File: src/hdl/flas_pkg.sv
`timescale 1ns / 1ps
`default_nettype none
// ---------------------------------------------------------------------------
// flas_pkg
// Shared constants for the flash linear address splitter.
// ---------------------------------------------------------------------------
package flas_pkg;

	localparam int ADDR_WIDTH_DEF = 40;

	// register widths
	localparam int PPB_W = 11;
	localparam int BPP_W = 17;
	localparam int PPD_W = 5;
	localparam int DPP_W = 5;
	localparam int PKG_W = 9;

	localparam int CFG_IDX_W  = 3;
	localparam int CFG_DATA_W = 17;

	// register indexes
	localparam logic [CFG_IDX_W-1:0] REG_PAGES_PER_BLOCK    = 3'd0;
	localparam logic [CFG_IDX_W-1:0] REG_BLOCKS_PER_PLANE   = 3'd1;
	localparam logic [CFG_IDX_W-1:0] REG_PLANES_PER_DIE     = 3'd2;
	localparam logic [CFG_IDX_W-1:0] REG_DIES_PER_PACKAGE   = 3'd3;
	localparam logic [CFG_IDX_W-1:0] REG_PACKAGES_PER_DRIVE = 3'd4;

	// reset values
	localparam logic [PPB_W-1:0] PPB_RST = 11'd64;
	localparam logic [BPP_W-1:0] BPP_RST = 17'd2048;
	localparam logic [PPD_W-1:0] PPD_RST = 5'd1;
	localparam logic [DPP_W-1:0] DPP_RST = 5'd1;
	localparam logic [PKG_W-1:0] PKG_RST = 9'd1;

	// largest usable sizes
	localparam logic [PPB_W-1:0] PPB_MAX = 11'd1024;
	localparam logic [BPP_W-1:0] BPP_MAX = 17'd65536;
	localparam logic [PPD_W-1:0] PPD_MAX = 5'd16;
	localparam logic [DPP_W-1:0] DPP_MAX = 5'd16;
	localparam logic [PKG_W-1:0] PKG_MAX = 9'd256;

	// restoring steps done in one pipeline stage
	localparam int STEPS_PER_STAGE = 4;

endpackage

`default_nettype wire

File: src/hdl/flas_div.sv
`timescale 1ns / 1ps
`default_nettype none
// ---------------------------------------------------------------------------
// flas_div
// Pipelined restoring divider, SPS quotient bits per stage, with side data.
// ---------------------------------------------------------------------------
module flas_div #(
	parameter int NW  = flas_pkg::ADDR_WIDTH_DEF,
	parameter int DW  = flas_pkg::PPB_W,
	parameter int PW  = 1,
	parameter int SPS = flas_pkg::STEPS_PER_STAGE
) (
	input  wire logic          clk,
	input  wire logic          arst_n,
	input  wire logic          adv,
	input  wire logic          in_valid,
	input  wire logic [NW-1:0] in_num,
	input  wire logic [DW-1:0] in_den,
	input  wire logic [PW-1:0] in_side,
	output logic               out_valid,
	output logic [NW-1:0]      out_quo,
	output logic [DW-1:0]      out_rem,
	output logic [PW-1:0]      out_side
);
	localparam int NSTG = (NW + SPS - 1) / SPS;
	localparam int NP   = NSTG * SPS;

	// work word: unconsumed dividend bits at the top, quotient bits at the bottom
	logic          vld_s  [0:NSTG];
	logic [NP-1:0] work_s [0:NSTG];
	logic [DW-1:0] rem_s  [0:NSTG];
	logic [PW-1:0] side_s [0:NSTG];

	assign vld_s[0]  = in_valid;
	assign work_s[0] = NP'(in_num);
	assign rem_s[0]  = '0;
	assign side_s[0] = in_side;

	for (genvar g = 1; g <= NSTG; g++) begin : g_stg
		logic [NP-1:0] w_nx;
		logic [DW-1:0] r_nx;

		always_comb begin
			logic [DW:0] t;
			w_nx = work_s[g-1];
			r_nx = rem_s[g-1];
			for (int i = 0; i < SPS; i++) begin
				t    = {r_nx, w_nx[NP-1]};
				w_nx = {w_nx[NP-2:0], 1'b0};
				if (t >= {1'b0, in_den}) begin
					t       = t - {1'b0, in_den};
					w_nx[0] = 1'b1;
				end
				r_nx = t[DW-1:0];
			end
		end

		always_ff @(posedge clk or negedge arst_n) begin
			if (!arst_n) begin
				vld_s[g] <= 1'b0;
			end else if (adv) begin
				vld_s[g] <= vld_s[g-1];
			end
		end

		always_ff @(posedge clk) begin
			if (adv) begin
				work_s[g] <= w_nx;
				rem_s[g]  <= r_nx;
				side_s[g] <= side_s[g-1];
			end
		end
	end

	assign out_valid = vld_s[NSTG];
	assign out_quo   = work_s[NSTG][NW-1:0];
	assign out_rem   = rem_s[NSTG];
	assign out_side  = side_s[NSTG];

endmodule

`default_nettype wire

File: config.mk
export PLATFORM = sky130hd
export DESIGN_NAME = flas_div
export DESIGN_NICKNAME = d
export VERILOG_FILES = /design/src/hdl/flas_pkg.sv /design/src/hdl/flas_div.sv
export SDC_FILE = /design/constraint.sdc
export NUM_CORES = 2
export LEC_CHECK = 0
export ABC_CLOCK_PERIOD_IN_PS = 11500
export BUFFER_PORTS_ARGS = -buffer_cell sky130_fd_sc_hd__buf_2
export CAP_MARGIN = 15
export CORE_MARGIN = 4
export CORE_UTILIZATION = 45
export DETAILED_ROUTE_END_ITERATION = 10
export SLEW_MARGIN = 15
export SYNTH_ARGS = -nofsm -noshare
export SYNTH_HDL_FRONTEND = slang
export SYNTH_SLANG_ARGS = --single-unit
File: constraint.sdc
create_clock -name clk -period 11.5 [get_ports clk]
set_input_delay 1.725 -clock clk [delete_from_list [all_inputs] [get_ports clk]]
set_output_delay 1.725 -clock clk [all_outputs]
set_load 0.01 [all_outputs]
==> flow_summary_export.csv <==
group,metric,value,unit
outcome,status,"finished, final reports clean",
timing,finalHoldWorstSlack,0.4096,ns
grt,grt_max_degree,154,
finish,fin_nets,4656,
grt,grt.overflow.total,0,
worst_hold_path,hold_path_class,"flip-flop to flip-flop",
flow_run,max-cap-violations,0,
timing,finalSetupViolCount,0,
yosys,synth_cells,3880,
yosys,synth_cell_types,84,
finish,final_common_cell,"edfxtp_1",
critical_path,required,11.88,ns
floorplan,dieArea,95130,µm²
timing,tightest_slew,1.089,ns
floorplan,start_util,45.68,%
route,wl_per_cell,18.29,µm
clock_network,cts.sinks,530,
worst_hold_path,min_delay_path_depth,0,
timing,period_minus_slack,10.80,ns
yosys,syn_area,40620,µm²
grt,grt_util_all_layers,20.26,%
route,postRouteAntennaNets,0,
floorplan,ios,109,
critical_path,slowest_delay,0.52,ns
route,vias_per_cell,5.652,
timing,fmax,92.56,MHz
floorplan,fp.coreArea,88920,µm²
yosys,synth_flop_cell,"edfxtp_1",
route,vias,30220,
critical_path,startpoint_type,"primary input",
clock_network,cts_max_path_buffers,3,
clock_network,cts_root_buf,"clkbuf_16",
route,first_pass_iters,7,
worst_hold_path,min_to,"g_stg[9].w_nx[28]$_DFFE_PP_",
grt,grt_pass1_vias,29190,
placed_design,dp_hpwl,73120,µm
floorplan,die_h,308.4,µm
floorplan,die_w,308.4,µm
critical_path,reg2reg_slack,1.70,ns
critical_path,criticalPathCategory,"primary input to flip-flop",
finish,drive_gt1_share,16.36,%
placed_design,port_buffers,108,
route,drt_wl_total,97790,µm
timing,fin_crit_sh,93.95,%
critical_path,r2r_cells,35,
timing,grt_setup_unrepaired,"false",
grt,antenna_found_initial,0,
clock_network,tritoncts,"done",
critical_path,critPathArrivalTime,11.18,ns
worst_hold_path,hold_start,"g_stg[8].w_nx[24]$_DFFE_PP_",
placed_design,gp_congestion,0.8734,
route,drt_iter0_markers,1845,
clock_network,h-tree-depth,2,
yosys,syn_nets,4406,
critical_path,timing.rr.start,"work_s[159]$_DFFE_PP_",
critical_path,r2r-end,"rem_s[30]$_DFFE_PP_",
yosys,synth_edf_count,520,
timing,relSlewSlack,27.43,%
clock_network,post-cts-setup-buffer-count,0,
floorplan,rows,109,
clock_network,cts_made_buffers,61,
finish,area_growth,12.46,%
clock_network,path_clk_slew,0.06,ns
critical_path,path_max_fanout,10,
yosys,ys.warnings.count,0,
timing,finalClockSkew,0.01685,ns
timing,drv_slew,0,
timing,finalHoldViolCount,0,
critical_path,crit_path_end_kind,"flip-flop",
finish,final_cell_mix,"edfxtp_1, ha_1, nor2_1, mux2_2, inv_1",
route,drc,0,
finish,n_antenna_cell,0,
grt,grt_pass1_wl,155000,µm
yosys,avgSynthCellArea,10.47,µm²
yosys,ys_seq_area_share,39.06,%
critical_path,cpMaxStageDelayCell,"or4_1",
yosys,synth_seq_cells,530,
clock_network,insertion_delay,0.64,ns
yosys,synth-async-reset-ratio,1.887,%
how the worst max path moves through the flow:
stage	slack, ns	start	end
final	0.70	in_den[0]	rem_s[30]$_DFFE_PP_
after global routing	0.05	in_den[0]	rem_s[26]$_DFFE_PP_
after CTS	0.53	in_den[0]	rem_s[30]$_DFFE_PP_
after detailed placement	-0.09	in_den[0]	rem_s[30]$_DFFE_PP_
after global placement	-0.05	in_den[0]	rem_s[30]$_DFFE_PP_
after floorplan	0.34	in_den[7]	rem_s[69]$_DFFE_PP_
timing repair:
action	CTS	global route
hold buffers	0	0
setup endpoints to repair	0	10
resized for setup	0	2
worst max-delay path, delay by kind of cell:
kind                     cells  cell delay, ns
AO/OA/AOI/OAI               14            3.38
AND/OR/NAND/NOR              9            2.06
adder cells (fa/ha/maj)      5            1.70
multiplexers                 5            1.69
buffers and inverters        3            0.58
through the flow:
| stage | std cells | util [%] | TNS (ns) | setup slack, ns | instance area (µm²) |
|---|---|---|---|---|---|
| 2_1_floorplan | 3880 | - | 0 | 0.3432 | 40620 |
| 3_3_place_gp | 5232 | 49.06 | -0.3453 | -0.05333 | 43630 |
| 3_5_place_dp | 5232 | 49.06 | -0.5769 | -0.08728 | 43630 |
| 4_1_cts | 5346 | 51.37 | 0 | 0.5341 | 45680 |
| 5_1_grt | 5346 | 51.37 | 0 | 0.05468 | 45680 |
| 6_report | 5346 | 51.37 | 0 | 0.6959 | 45680 |
flip-flops by register name, indices dropped and copies added, names as in the netlist:
name / count
vld_s: 9
side_s: 9
g_stg.w_nx: 324
rem_s: 99
out_quo: 40
out_rem: 11
out_side: 1
out_valid: 1
work_s: 36
layout make-up:
cell class / count / area [µm²]
fill: 8042 / 43240
multi-input combinational: 3002 / 23230
sequential: 530 / 15870
timing repair buffer: 296 / 2177
clock buffer: 72 / 1610
tap: 1165 / 1458
inverter: 239 / 897.1
clock inverter: 42 / 439.2
synth_stat cells (31+ instances only):
| cell type | instances | area, µm² |
|---|---|---|
| edfxtp_1 | 520 | 15610 |
| ha_1 | 431 | 5393 |
| nor2_1 | 310 | 1164 |
| inv_1 | 234 | 878.3 |
| mux2_2 | 227 | 2556 |
| a21oi_1 | 221 | 1106 |
| nand2_1 | 198 | 743.2 |
| o21ai_0 | 182 | 910.9 |
| xnor2_1 | 146 | 1279 |
| nor2b_1 | 96 | 600.6 |
| nor3_1 | 93 | 465.5 |
| xor2_1 | 85 | 744.5 |
| nand4_1 | 80 | 500.5 |
| mux2i_1 | 77 | 770.7 |
| a21o_1 | 76 | 570.6 |
| o21a_1 | 59 | 442.9 |
| nand2b_1 | 54 | 337.8 |
| nand3_1 | 54 | 270.3 |
| buf_4 | 52 | 390.4 |
| and3_1 | 50 | 312.8 |
| a211oi_1 | 48 | 360.4 |
| a21boi_0 | 48 | 360.4 |
| fa_1 | 39 | 780.8 |
| clkbuf_1 | 37 | 138.9 |
| a31oi_1 | 31 | 193.9 |
cell families after synthesis:
group,share of synthesized area [%]
fa+ha+maj,15.20
mux,8.450
buf+inv,3.761
compound gates,15.40
xor+xnor,4.981
flops,39.06
simple gates,13.15
routing by layer:
layer  wire length [µm]  vias up  global-route usage, %
met5                  0        -                      0
li1                   -    15220                      -
met1              43870    14270                  26.17
met3               3410      177                  2.534
met4               3214        0                  6.583
met2              47290      546                  35.39
Power is left out: the tool's default activity adds up to more than one toggle a clock period on the data nets, which glitch-free logic cannot reach.
