**src/hdl/flas_pkg.sv**
```systemverilog
`timescale 1ns / 1ps
`default_nettype none
// ---------------------------------------------------------------------------
// flas_pkg
// Shared constants for the flash linear address splitter.
// ---------------------------------------------------------------------------
package flas_pkg;

	localparam int ADDR_WIDTH_DEF = 40;

	// register widths
	localparam int PPB_W = 11;
	localparam int BPP_W = 17;
	localparam int PPD_W = 5;
	localparam int DPP_W = 5;
	localparam int PKG_W = 9;

	localparam int CFG_IDX_W  = 3;
	localparam int CFG_DATA_W = 17;

	// register indexes
	localparam logic [CFG_IDX_W-1:0] REG_PAGES_PER_BLOCK    = 3'd0;
	localparam logic [CFG_IDX_W-1:0] REG_BLOCKS_PER_PLANE   = 3'd1;
	localparam logic [CFG_IDX_W-1:0] REG_PLANES_PER_DIE     = 3'd2;
	localparam logic [CFG_IDX_W-1:0] REG_DIES_PER_PACKAGE   = 3'd3;
	localparam logic [CFG_IDX_W-1:0] REG_PACKAGES_PER_DRIVE = 3'd4;

	// reset values
	localparam logic [PPB_W-1:0] PPB_RST = 11'd64;
	localparam logic [BPP_W-1:0] BPP_RST = 17'd2048;
	localparam logic [PPD_W-1:0] PPD_RST = 5'd1;
	localparam logic [DPP_W-1:0] DPP_RST = 5'd1;
	localparam logic [PKG_W-1:0] PKG_RST = 9'd1;

	// largest usable sizes
	localparam logic [PPB_W-1:0] PPB_MAX = 11'd1024;
	localparam logic [BPP_W-1:0] BPP_MAX = 17'd65536;
	localparam logic [PPD_W-1:0] PPD_MAX = 5'd16;
	localparam logic [DPP_W-1:0] DPP_MAX = 5'd16;
	localparam logic [PKG_W-1:0] PKG_MAX = 9'd256;

	// restoring steps done in one pipeline stage
	localparam int STEPS_PER_STAGE = 4;

endpackage

`default_nettype wire

```
**src/hdl/flas_cfg_if.sv**
```systemverilog
`timescale 1ns / 1ps
`default_nettype none
// ---------------------------------------------------------------------------
// flas_cfg_if
// Register write channel.
// ---------------------------------------------------------------------------
interface flas_cfg_if;
	logic                            valid;
	logic                            ready;
	logic [flas_pkg::CFG_IDX_W-1:0]  index;
	logic [flas_pkg::CFG_DATA_W-1:0] data;

	modport source (output valid, output index, output data, input ready);
	modport sink   (input valid, input index, input data, output ready);
endinterface

`default_nettype wire

```
**src/hdl/flas_cfg_regs.sv**
```systemverilog
`timescale 1ns / 1ps
`default_nettype none
// ---------------------------------------------------------------------------
// flas_cfg_regs
// Geometry registers with zero and over-range sizes clamped to usable values.
// ---------------------------------------------------------------------------
module flas_cfg_regs (
	input  wire logic                     clk,
	input  wire logic                     arst_n,
	flas_cfg_if.sink                      cfg,
	output logic [flas_pkg::PPB_W-1:0]    ppb_eff,
	output logic [flas_pkg::BPP_W-1:0]    bpp_eff,
	output logic [flas_pkg::PPD_W-1:0]    ppd_eff,
	output logic [flas_pkg::DPP_W-1:0]    dpp_eff,
	output logic [flas_pkg::PKG_W-1:0]    pkg_eff
);
	logic [flas_pkg::PPB_W-1:0] ppb_q;
	logic [flas_pkg::BPP_W-1:0] bpp_q;
	logic [flas_pkg::PPD_W-1:0] ppd_q;
	logic [flas_pkg::DPP_W-1:0] dpp_q;
	logic [flas_pkg::PKG_W-1:0] pkg_q;

	assign cfg.ready = 1'b1;

	always_ff @(posedge clk or negedge arst_n) begin
		if (!arst_n) begin
			ppb_q <= flas_pkg::PPB_RST;
			bpp_q <= flas_pkg::BPP_RST;
			ppd_q <= flas_pkg::PPD_RST;
			dpp_q <= flas_pkg::DPP_RST;
			pkg_q <= flas_pkg::PKG_RST;
		end else if (cfg.valid) begin
			case (cfg.index)
				flas_pkg::REG_PAGES_PER_BLOCK:    ppb_q <= cfg.data[flas_pkg::PPB_W-1:0];
				flas_pkg::REG_BLOCKS_PER_PLANE:   bpp_q <= cfg.data[flas_pkg::BPP_W-1:0];
				flas_pkg::REG_PLANES_PER_DIE:     ppd_q <= cfg.data[flas_pkg::PPD_W-1:0];
				flas_pkg::REG_DIES_PER_PACKAGE:   dpp_q <= cfg.data[flas_pkg::DPP_W-1:0];
				flas_pkg::REG_PACKAGES_PER_DRIVE: pkg_q <= cfg.data[flas_pkg::PKG_W-1:0];
				default: ; // drop writes to unknown indexes
			endcase
		end
	end

	// zero acts as one, over-range acts as the maximum
	assign ppb_eff = (ppb_q == '0) ? flas_pkg::PPB_W'(1) :
		(ppb_q > flas_pkg::PPB_MAX) ? flas_pkg::PPB_MAX : ppb_q;
	assign bpp_eff = (bpp_q == '0) ? flas_pkg::BPP_W'(1) :
		(bpp_q > flas_pkg::BPP_MAX) ? flas_pkg::BPP_MAX : bpp_q;
	assign ppd_eff = (ppd_q == '0) ? flas_pkg::PPD_W'(1) :
		(ppd_q > flas_pkg::PPD_MAX) ? flas_pkg::PPD_MAX : ppd_q;
	assign dpp_eff = (dpp_q == '0) ? flas_pkg::DPP_W'(1) :
		(dpp_q > flas_pkg::DPP_MAX) ? flas_pkg::DPP_MAX : dpp_q;
	assign pkg_eff = (pkg_q == '0) ? flas_pkg::PKG_W'(1) :
		(pkg_q > flas_pkg::PKG_MAX) ? flas_pkg::PKG_MAX : pkg_q;

endmodule

`default_nettype wire

```
**src/flat_wrapper.sv**
```systemverilog
// flat-port wrapper written by rule: the top's interface ports become plain ports
module flas_cfg_regs_flat 
  (clk, arst_n, ppb_eff, bpp_eff, ppd_eff, dpp_eff, pkg_eff, cfg_valid, cfg_index, cfg_data, cfg_ready);
  flas_cfg_if cfg_i ();
  input  wire logic clk;
  input  wire logic arst_n;
  output logic [flas_pkg::PPB_W-1:0] ppb_eff;
  output logic [flas_pkg::BPP_W-1:0] bpp_eff;
  output logic [flas_pkg::PPD_W-1:0] ppd_eff;
  output logic [flas_pkg::DPP_W-1:0] dpp_eff;
  output logic [flas_pkg::PKG_W-1:0] pkg_eff;
  input wire logic [$bits(cfg_i.valid)-1:0] cfg_valid;
  input wire logic [$bits(cfg_i.index)-1:0] cfg_index;
  input wire logic [$bits(cfg_i.data)-1:0] cfg_data;
  output wire logic [$bits(cfg_i.ready)-1:0] cfg_ready;
  assign cfg_i.valid = cfg_valid;
  assign cfg_i.index = cfg_index;
  assign cfg_i.data = cfg_data;
  assign cfg_ready = cfg_i.ready;
  flas_cfg_regs u_core (.clk(clk), .arst_n(arst_n), .cfg(cfg_i), .ppb_eff(ppb_eff), .bpp_eff(bpp_eff), .ppd_eff(ppd_eff), .dpp_eff(dpp_eff), .pkg_eff(pkg_eff));
endmodule
```
**config.mk**
```make
export PLATFORM = sky130hd
export DESIGN_NAME = flas_cfg_regs_flat
export DESIGN_NICKNAME = d
export VERILOG_FILES = /design/src/hdl/flas_pkg.sv /design/src/hdl/flas_cfg_if.sv /design/src/hdl/flas_cfg_regs.sv /design/src/flat_wrapper.sv
export SDC_FILE = /design/constraint.sdc
export NUM_CORES = 1
export LEC_CHECK = 0
export BUFFER_PORTS_ARGS = -buffer_cell sky130_fd_sc_hd__buf_2
export CAP_MARGIN = 20
export CORE_MARGIN = 10
export CORE_UTILIZATION = 54
export DETAILED_ROUTE_END_ITERATION = 7
export PLACE_DENSITY_LB_ADDON = 0.25
export SETUP_SLACK_MARGIN = 0.3
export SYNTH_ARGS = -nofsm -noshare
export SYNTH_HDL_FRONTEND = slang
export SYNTH_SLANG_ARGS = --single-unit
```
**constraint.sdc**
```tcl
create_clock -name clk -period 3 [get_ports clk]
set_clock_uncertainty 0.15 [all_clocks]
set_input_delay 0.75 -clock clk [delete_from_list [all_inputs] [get_ports clk]]
set_output_delay 0.75 -clock clk [all_outputs]
set_load 0.01 [all_outputs]
```
==> results.sh <==
export IMPL_post_drt_wl_per_cell_um=17.7
export IMPL_hold_class="input pin to asynchronous set/reset pin"
export IMPL_cp_max_fo=5
export IMPL_cts_buffers=5
export IMPL_routed_wl_um=5220
export IMPL_tritoncts="yes"
export IMPL_antenna_found_initial=0
export IMPL_ys_seq_area_share_pct=53.0
export IMPL_synth_area_um2=2230
export IMPL_die_area_um2=7100
export IMPL_synth_top_area_share_pct=47.1
export IMPL_num_antenna_cells=0
export IMPL_ir_drop_mv=0.410
export IMPL_busiest_layer="met2"
export IMPL_instances_no_fill=295
export IMPL_rsz0062_at_grt="yes"
export IMPL_post_route_min_period_ns=2.66
export IMPL_core_um2=4000
export IMPL_drt_iter0_markers=67
export IMPL_synthArstFlopShare_pct=100
export IMPL_synthTopCellsByCount="42 x dfrtp_1, 38 x mux2_2, 32 x nor2b_1"
export IMPL_finalSetupViolations=0
export IMPL_syn_avg_cell_area_um2=13.0
export IMPL_status="finished clean"
export IMPL_cts_hold_buf=0
export IMPL_initial_core_util_pct=55.8
export IMPL_relSlewSlack_pct=55.2
export IMPL_num_vias=1565
export IMPL_clock_root_buffer="clkbuf_8"
export IMPL_drt_first_pass_iters=4
export IMPL_use_met3_pct=4.54
export IMPL_grt_pass1_wl_um=8440
export IMPL_placedCellCount=285
export IMPL_ys_seq_elements=47
export IMPL_cp_arrival_ns=1.76
export IMPL_route_detailed_drc=0
export IMPL_timing_final_crit_share_pct=88.7
export IMPL_end_kind="output port"
export IMPL_hold_viol=0
export IMPL_die_x_um=84.3
export IMPL_rrSetupSlack_ns=1.89
export IMPL_grt_max_degree=32
export IMPL_clk_pin_slew_ns=0.08
export IMPL_tns_ns=0
export IMPL_path_class="flip-flop to output port"
export IMPL_die_h_um=84.3
export IMPL_grt_pass1_vias=1731
export IMPL_rr_worst_depth=2
export IMPL_syn_nets=195
export IMPL_io_buffers=69
export IMPL_ant_nets=0
export IMPL_place_gp_congestion=0.785
export IMPL_syn_to_final_growth_pct=25.8
export IMPL_yosys_top_cells_area="dfrtp_1 47%, mux2_2 19%, nor2b_1 9.0%, dfstp_2 5.9%, mux2_4 5.4%"
export IMPL_max_slew_worst_pin_slew_ns=0.671
export IMPL_postSynthCellCount=172
export IMPL_fill_cells=299
export IMPL_crit_required_ns=2.10
export IMPL_synth_edff_count=0
export IMPL_ys_types=24
export IMPL_viasPerCell=5.31
export IMPL_p_leak_nw=1.32
export IMPL_use_met1_pct=16.4
export IMPL_maxCapViolCount=0
export IMPL_yosysMostFrequentCell="dfrtp_1"
export IMPL_use_met2_pct=24.1
export IMPL_power_mw=1.92
export IMPL_final_nets=267
export IMPL_io_pins=71
export IMPL_fin_util_pct=70.2
export IMPL_drv_slew=0
export IMPL_h_tree_depth=2
export IMPL_dp_hpwl_um=3890
export IMPL_grt_usage_pct=14.2
export IMPL_fmax_mhz=376
export IMPL_row_count=23
export IMPL_synth_top_area_cell="dfrtp_1"
export IMPL_overflow=0
export IMPL_synth_ff_type="dfrtp_1"
export IMPL_yosys_warnings=0
export IMPL_clockBufferDepth=2
export IMPL_clock_latency_ns=0.29
export IMPL_p_per_area_nw_per_um2=684
export IMPL_cts_sinks=47
export IMPL_drive_gt1_share_pct=57.6
export IMPL_crit_path_start_kind="flip-flop"
[state kept, by name (all words and copies together) (netlist names)]
register	flops
u_core.bpp_q	17
u_core.dpp_q	5
u_core.ppd_q	5
u_core.ppb_q	11
u_core.pkg_q	9
[cells in the final DEF (no fill, tap or decap), drive strengths merged]
cell type	n
o21ai	1
conb	1
nor4	7
and4bb	2
inv	1
a31oi	1
a41oi	3
clkbuf	8
dfstp	5
buf	74
nor2b	32
a21oi	1
nor3	4
dfrtp	42
nor2	8
nand2	2
mux2	46
nand4b	1
nor4b	1
and2b	5
[through the flow]
stage	setup slack, ns	hold WS (ns)	area (um2)
2_1_floorplan	0.820	0.304	2230
3_3_place_gp	0.555	0.357	2610
3_5_place_dp	0.440	0.368	2610
4_1_cts	0.307	0.345	2760
5_1_grt	0.258	0.370	2810
6_report	0.340	0.330	2810
[cell families after synthesis]
family,share of synthesized area [%]
AND/OR/NAND/NOR,17.9
AO/OA/AOI/OAI,1.51
multiplexers,24.6
buffers and inverters,2.86
other,0.168
flip-flops,53.0
[worst paths after layout]
kind,start,endpoint
min in group clk,u_core.ppb_q[8],u_core.ppb_q[8]
max in group asynchronous,arst_n,u_core.ppd_q[0]
setup reg to reg,u_core.bpp_q[16],u_core.bpp_q[16]
setup / recovery,u_core.bpp_q[1],bpp_eff[11]
hold / removal,arst_n,u_core.bpp_q[3]
hold reg to reg,u_core.ppb_q[8],u_core.ppb_q[8]
[area by class of cell]
| cell class | instances | area, um2 | share of cell area (%) |
|---|---|---|---|
| sequential | 47 | 1180 | 42.1 |
| multi-input combinational | 115 | 1070 | 38.1 |
| timing repair buffer | 74 | 389 | 13.9 |
| clock buffer | 8 | 100 | 3.57 |
| tap | 50 | 62.6 | 2.23 |
| inverter | 1 | 3.75 | 0.134 |
[timing repair]
item,in CTS,in global routing
resized for setup,6,5
pin swaps,1,3
setup buffers,0,1
setup endpoints to repair,9,9
cloned,1,0
[worst max-delay path: stages, from the launching register on]
cell	delay (ns)
dfrtp_1	0.43
nor4_4	0.41
a41oi_2	0.24
and2b_1	0.25
buf_2	0.13
[where the power goes]
part           switching, mW  leakage (nW)  internal, mW  total (mW)
Clock                  0.192        0.0515         0.210       0.402
Sequential             0.151         0.557         0.784       0.935
Combinational          0.265         0.707         0.319       0.584
[routing by layer]
metal,part of all wire (%),vias up
li1,-,743
met1,42,765
met2,50,49
met3,7.2,8
met4,1.2,0
met5,0,-
(Power assumes the default switching activity.)
